<file path="src/sv/linear_regression_gd_trainer_core_defines.svh">
// assertion macros for the gradient descent trainer core
// used by linear_regression_gd_trainer_core.sv, expects clk and rst_n in scope
`ifndef LINEAR_REGRESSION_GD_TRAINER_CORE_DEFINES_SVH
`define LINEAR_REGRESSION_GD_TRAINER_CORE_DEFINES_SVH

// same-cycle implication, disabled in reset
`define LRGD_ASSERT_IMP(label, ante, cons, msg) \
    label: assert property (@(posedge clk) disable iff (!rst_n) (ante) |-> (cons)) \
        else $error(msg);

// next-cycle implication, disabled in reset
`define LRGD_ASSERT_NXT(label, ante, cons, msg) \
    label: assert property (@(posedge clk) disable iff (!rst_n) (ante) |=> (cons)) \
        else $error(msg);

`endif

</file>
<file path="src/sv/lrgd_pkg.sv">
// shared types, constants and saturation helpers for the trainer core
// no dependencies
package lrgd_pkg;

    localparam int DEF_MAX_SAMPLES  = 256;
    localparam int DEF_MAX_FEATURES = 8;

    localparam int IN_W      = 48;
    localparam int OUT_W     = 40;
    localparam int CFG_W     = 16;
    localparam int CFG_IDX_W = 2;
    localparam int ACC_W     = 64;
    localparam int CNT_W     = 9;
    localparam int IDX_W     = 5;

    localparam logic [CFG_IDX_W-1:0] REG_LEARNING_RATE = 2'd0;
    localparam logic [CFG_IDX_W-1:0] REG_EPOCH_COUNT   = 2'd1;
    localparam logic [CFG_IDX_W-1:0] REG_SAMPLE_COUNT  = 2'd2;
    localparam logic [CFG_IDX_W-1:0] REG_FEATURE_COUNT = 2'd3;

    localparam logic [15:0] RST_LEARNING_RATE = 16'd655;
    localparam logic [15:0] RST_EPOCH_COUNT   = 16'd1000;
    localparam logic [8:0]  RST_SAMPLE_COUNT  = 9'd256;
    localparam logic [3:0]  RST_FEATURE_COUNT = 4'd8;

    typedef struct packed {
        logic busy;
        logic done;
    } lrgd_div_stat_t;

    function automatic logic signed [32:0] sat33(input logic signed [63:0] v);
        logic signed [32:0] r;
        if (v > 64'sh0000_0000_FFFF_FFFF)
            r = 33'sh0_FFFF_FFFF;
        else if (v < -64'sh0000_0001_0000_0000)
            r = 33'sh1_0000_0000;
        else
            r = v[32:0];
        return r;
    endfunction

    function automatic logic signed [31:0] sat32(input logic signed [63:0] v);
        logic signed [31:0] r;
        if (v > 64'sh0000_0000_7FFF_FFFF)
            r = 32'sh7FFF_FFFF;
        else if (v < -64'sh0000_0000_8000_0000)
            r = 32'sh8000_0000;
        else
            r = v[31:0];
        return r;
    endfunction

endpackage

</file>
<file path="src/sv/lrgd_div.sv">
// restoring divider: signed 64 bit dividend by unsigned 9 bit divisor
// one quotient bit per cycle, magnitude and sign out; depends on lrgd_pkg
module lrgd_div
    import lrgd_pkg::*;
(
    input  logic                    clk,
    input  logic                    rst_n,
    input  logic                    start,
    input  logic signed [ACC_W-1:0] dividend,
    input  logic [CNT_W-1:0]        divisor,
    output logic [ACC_W-1:0]        quotient,
    output logic                    quot_neg,
    output lrgd_div_stat_t          stat
);

    localparam int STEP_W = $clog2(ACC_W);

    logic                busy_reg;
    logic                done_reg;
    logic [STEP_W-1:0]   step_reg;
    logic [CNT_W-1:0]    rem_reg;
    logic [CNT_W-1:0]    den_reg;
    logic [ACC_W-1:0]    num_reg;
    logic                neg_reg;

    logic [CNT_W:0]      trial;
    logic                ge;
    logic [CNT_W-1:0]    rem_next;

    always_comb
    begin
        trial    = {rem_reg, num_reg[ACC_W-1]};
        ge       = (trial >= {1'b0, den_reg});
        rem_next = ge ? CNT_W'(trial - {1'b0, den_reg}) : CNT_W'(trial);
    end

    always_ff @(posedge clk or negedge rst_n)
    begin
        if (!rst_n)
        begin
            busy_reg <= 1'b0;
            done_reg <= 1'b0;
            step_reg <= '0;
            rem_reg  <= '0;
            den_reg  <= '0;
            num_reg  <= '0;
            neg_reg  <= 1'b0;
        end
        else
        begin
            done_reg <= 1'b0;
            if (start)
            begin
                busy_reg <= 1'b1;
                step_reg <= '0;
                rem_reg  <= '0;
                den_reg  <= divisor;
                neg_reg  <= dividend[ACC_W-1];
                num_reg  <= dividend[ACC_W-1] ? ACC_W'(-dividend) : ACC_W'(dividend);
            end
            else if (busy_reg)
            begin
                num_reg  <= {num_reg[ACC_W-2:0], ge};
                rem_reg  <= rem_next;
                step_reg <= step_reg + 1'b1;
                if (step_reg == STEP_W'(ACC_W - 1))
                begin
                    busy_reg <= 1'b0;
                    done_reg <= 1'b1;
                end
            end
        end
    end

    assign quotient  = num_reg;
    assign quot_neg  = neg_reg;
    assign stat.busy = busy_reg;
    assign stat.done = done_reg;

endmodule

</file>
<file path="config.mk">
export PLATFORM = sky130hd
export DESIGN_NAME = lrgd_div
export DESIGN_NICKNAME = d
export VERILOG_FILES = /design/src/sv/linear_regression_gd_trainer_core_defines.svh /design/src/sv/lrgd_pkg.sv /design/src/sv/lrgd_div.sv
export SDC_FILE = /design/constraint.sdc
export NUM_CORES = 1
export LEC_CHECK = 0
export BUFFER_PORTS_ARGS = -buffer_cell sky130_fd_sc_hd__buf_2
export CAP_MARGIN = 20
export CELL_PAD_IN_SITES_DETAIL_PLACEMENT = 1
export CELL_PAD_IN_SITES_GLOBAL_PLACEMENT = 1
export CORE_ASPECT_RATIO = 0.75
export CORE_MARGIN = 8
export CORE_UTILIZATION = 37
export DETAILED_ROUTE_END_ITERATION = 8
export PLACE_DENSITY_LB_ADDON = 0.1
export SLEW_MARGIN = 20
export SYNTH_ARGS = -nofsm -noshare
export SYNTH_HDL_FRONTEND = slang
export SYNTH_SLANG_ARGS = --single-unit
</file>
<file path="constraint.sdc">
create_clock -name clk -period 2.4 [get_ports clk]
set_clock_uncertainty 0.1 [all_clocks]
set_input_delay 0.48 -clock clk [delete_from_list [all_inputs] [get_ports clk]]
set_output_delay 0.48 -clock clk [all_outputs]
set_load 0.02 [all_outputs]
</file>
==> results by group <==
Cells and area
  • Largest register FFs: 64
  • Final design utilization: 54.8%
  • Finished Layout Cells: between 1000 and 1500
  • Share of cells above drive strength 1: 39.9%
  • Fin nets: 995
  • Syn-to-layout area delta: 46.0%

Place
  • Dpl hpwl: 16500 um
  • GPL Wtd Cong: 0.878
  • Port-buffer cells: 142
  • Worst slack at placement: -0.561 ns
  • Inst Count DP: 1094

Route
  • Drc violations: 0
  • Drt wl/cell: 20.5 um
  • DRT Pass-1 Iters: 4
  • Drt via density: between 5 and 6
  • Vias: 6213
  • Overall routed net length: roughly 23000 um
  • Number of routed nets with antenna violations: 0
  • Initial DRC count: 312

Worst setup path
  • Kind of critical path: input port to flip-flop
  • Critical path, cell by cell: buf_2, or4_1, nor4bb_2, nand4_1, buf_6, o41ai_4, xor2_1, a21oi_1
  • Origin of the critical flop-to-flop path: rem_reg[0]$_DFFE_PN0P_
  • CP Data Arrival Time: ~2.6 ns
  • Critical-path top delay cell: or4_1
  • CP Data Required Time: roughly 2.5 ns
  • CP endpoint kind: flip-flop
  • Crit path from: dividend[29]
  • Crit-path leading delay family: simple AND/OR/NAND/NOR gates
  • Crit path max fanout: 5
  • Largest stage delay, worst path: 0.67 ns
  • CP startpoint kind: input port
  • Critical path buffer and inverter count: 2

STA
  • Hold Violations, Final: 3
  • Min cycle time layout: 2.46 ns
  • Final worst slack: -0.0609 ns
  • Achievable frequency: 0.406 GHz
  • Final Slew Violations: 0
  • Worst-margin pin slew: roughly 0.60 ns
  • Final Hold Slack: -0.0122 ns
  • Tcrit/Tclk final: 103%
  • Slew HR: 60.0%
  • Fin Setup TNS: -0.241 ns
  • Finish-stage setup viols: 8
  • RSZ-0062 raised after global routing: yes

Die
  • Die ar.: ~0.021 mm2
  • Die width: about 160 um
  • Row count: 40
  • Core area: ~0.016 mm2
  • I/O pins: 143
  • Chip height: 126 um
  • Initial core utilization: 37.5%

Synth
  • Area share of the largest cell type after synthesis: 38.1%
  • Most used DFF post-synth: dfrtp_1
  • Netlist cell types: slightly above 50
  • Register area share after synthesis: 38.1%
  • Yosys Warn Count: 0
  • Asr flop ratio synth: 100%
  • Synthesized cell area: 0.00597 mm2
  • Top cells by area, synth: dfrtp_1 38%, a211oi_1 6.3%, xor2_1 5.7%
  • EDFF count, synth: 0
  • Cells after Synth: 671
  • Synth area leader: dfrtp_1
  • Avg Synthesized Cell Area: 8.90 um2
  • Flops & latches, synth: between 90 and 100
  • Syn Nets: 759

Clock network
  • Clk slew on worst S/H paths: 0.07 ns
  • Clock Tree Buf Depth: 2
  • CTS Root Cell: clkbuf_16
  • Hold buffers post-CTS: 0
  • CTS Sinks: a little over 90
  • CTS tree: yes
  • CTS buffer count: 9
  • Skew-Pair Late Insertion Delay: 0.35 ns
  • H-Tree Depth: 3

Power and ir drop
  • Worst ir drop on vdd: 0.313 mV
  • Power Density: between 600 and 700 mW/mm2
  • Leak: 3.93 nW

GRT
  • Vias in the first global route: 6720
  • Gr ovfl total: 0
  • Largest net degree at the start of global routing: 53
  • Antenna violations before repair: 1
  • Global-route wire length before repair: 36100 um
  • Tot GR Track Use: a little over a fifth

Run status
  • Status: complete, but fails checks
  • Violated checks: negative hold slack, negative setup slack

Run
  • Max Cap Viol: 0

Min path
  • HP Class: input port to async pin
worst reg2reg max path, cell delays in order, from the launching register on:
cell      delay, ns
dfrtp_1        0.42
ha_1           0.33
nand4_1        0.15
o21ai_1        0.11
a211o_1        0.32
o21ai_4        0.30
buf_6          0.15
mux2_4         0.30
a211oi_2       0.18
layer usage:
layer	vias up	global-route usage [%]	routed length [um]	part of all wire (%)
li1	2910	-	-	-
met1	3129	27.7	10300	45
met2	135	36.2	11200	49
met3	39	4.95	931	4.1
met4	0	6.24	505	2.2
met5	-	0	0	0
worst paths after layout:
check	end	slack, ns	cells after the start
worst max-delay path	quotient[45]$_DFFE_PN0P_	-0.06	8
worst min-delay path	quotient[9]$_DFFE_PN0P_	-0.01	1
worst max register to register	rem_reg[1]$_DFFE_PN0P_	-0.04	8
worst min register to register	quot_neg$_DFFE_PN0P_	0.43	2
max in group asynchronous	quotient[63]$_DFFE_PN0P_	1.61	2
min in group clk	den_reg[2]$_DFFE_PN0P_	0.23	3
cells in the mapped netlist, drive strengths merged (16+ instances only):
| master | instances |
|---|---|
| xnor2 | 27 |
| nor2 | 36 |
| o31ai | 19 |
| a211oi | 50 |
| nand2 | 48 |
| mux2i | 25 |
| xor2 | 39 |
| a21oi | 52 |
| o21ai | 47 |
| inv | 16 |
| dfrtp | 91 |
| clkbuf | 41 |
| nor2b | 46 |
layout make-up:
class                           instances  area, um2
Clock buffer                           10        229
Tap cell                              210        263
Antenna cell                            1       2.50
Fill cell                            1874       7190
Clock inverter                          6       66.3
Multi-Input combinational cell        516       3990
Timing Repair Buffer                  273       1830
Inverter                               16       60.1
Sequential cell                        91       2280
layout by cell type, fill, tap and decap left out, types with 12 or more instances in the layout:
cell and count:
buf_2 137, buf_4 116, dfrtp_1 89, a21oi_1 51, a211oi_1 48, nand2_1 46, nor2b_1 45, o21ai_0 38
xor2_1 37, nor2_1 36, xnor2_1 27, mux2i_1 24, inv_1 15, buf_6 14, or3_1 12
metrics by stage:
stage	power, mW	instance area, um2
floorplan	3.07	6020
global placement	3.80	7760
detailed placement	3.88	7760
CTS	5.60	8310
global route	6.17	8720
finish	5.86	8720
power breakdown:
part | internal [mW] | switching [mW]
Clock | 0.813 | 0.660
Combinational | 1.19 | 1.24
Sequential | 1.75 | 0.209
repair_timing:
item / CTS / global route
gates resized for setup: 39 / 59
pin swaps: 18 / 34
endpoints found under the setup margin: 35 / 42
buffers inserted: 7 / 5
cells by family after synthesis:
logic type	count (synthesis)	synth area share, %
compound gates	199	21.3
xor+xnor	66	9.68
fa+ha+maj	12	2.64
buf+inv	64	4.17
flops	91	38.1
mux	29	4.94
simple gates	210	19.1
Note: power is estimated with default switching activity, not from simulation.
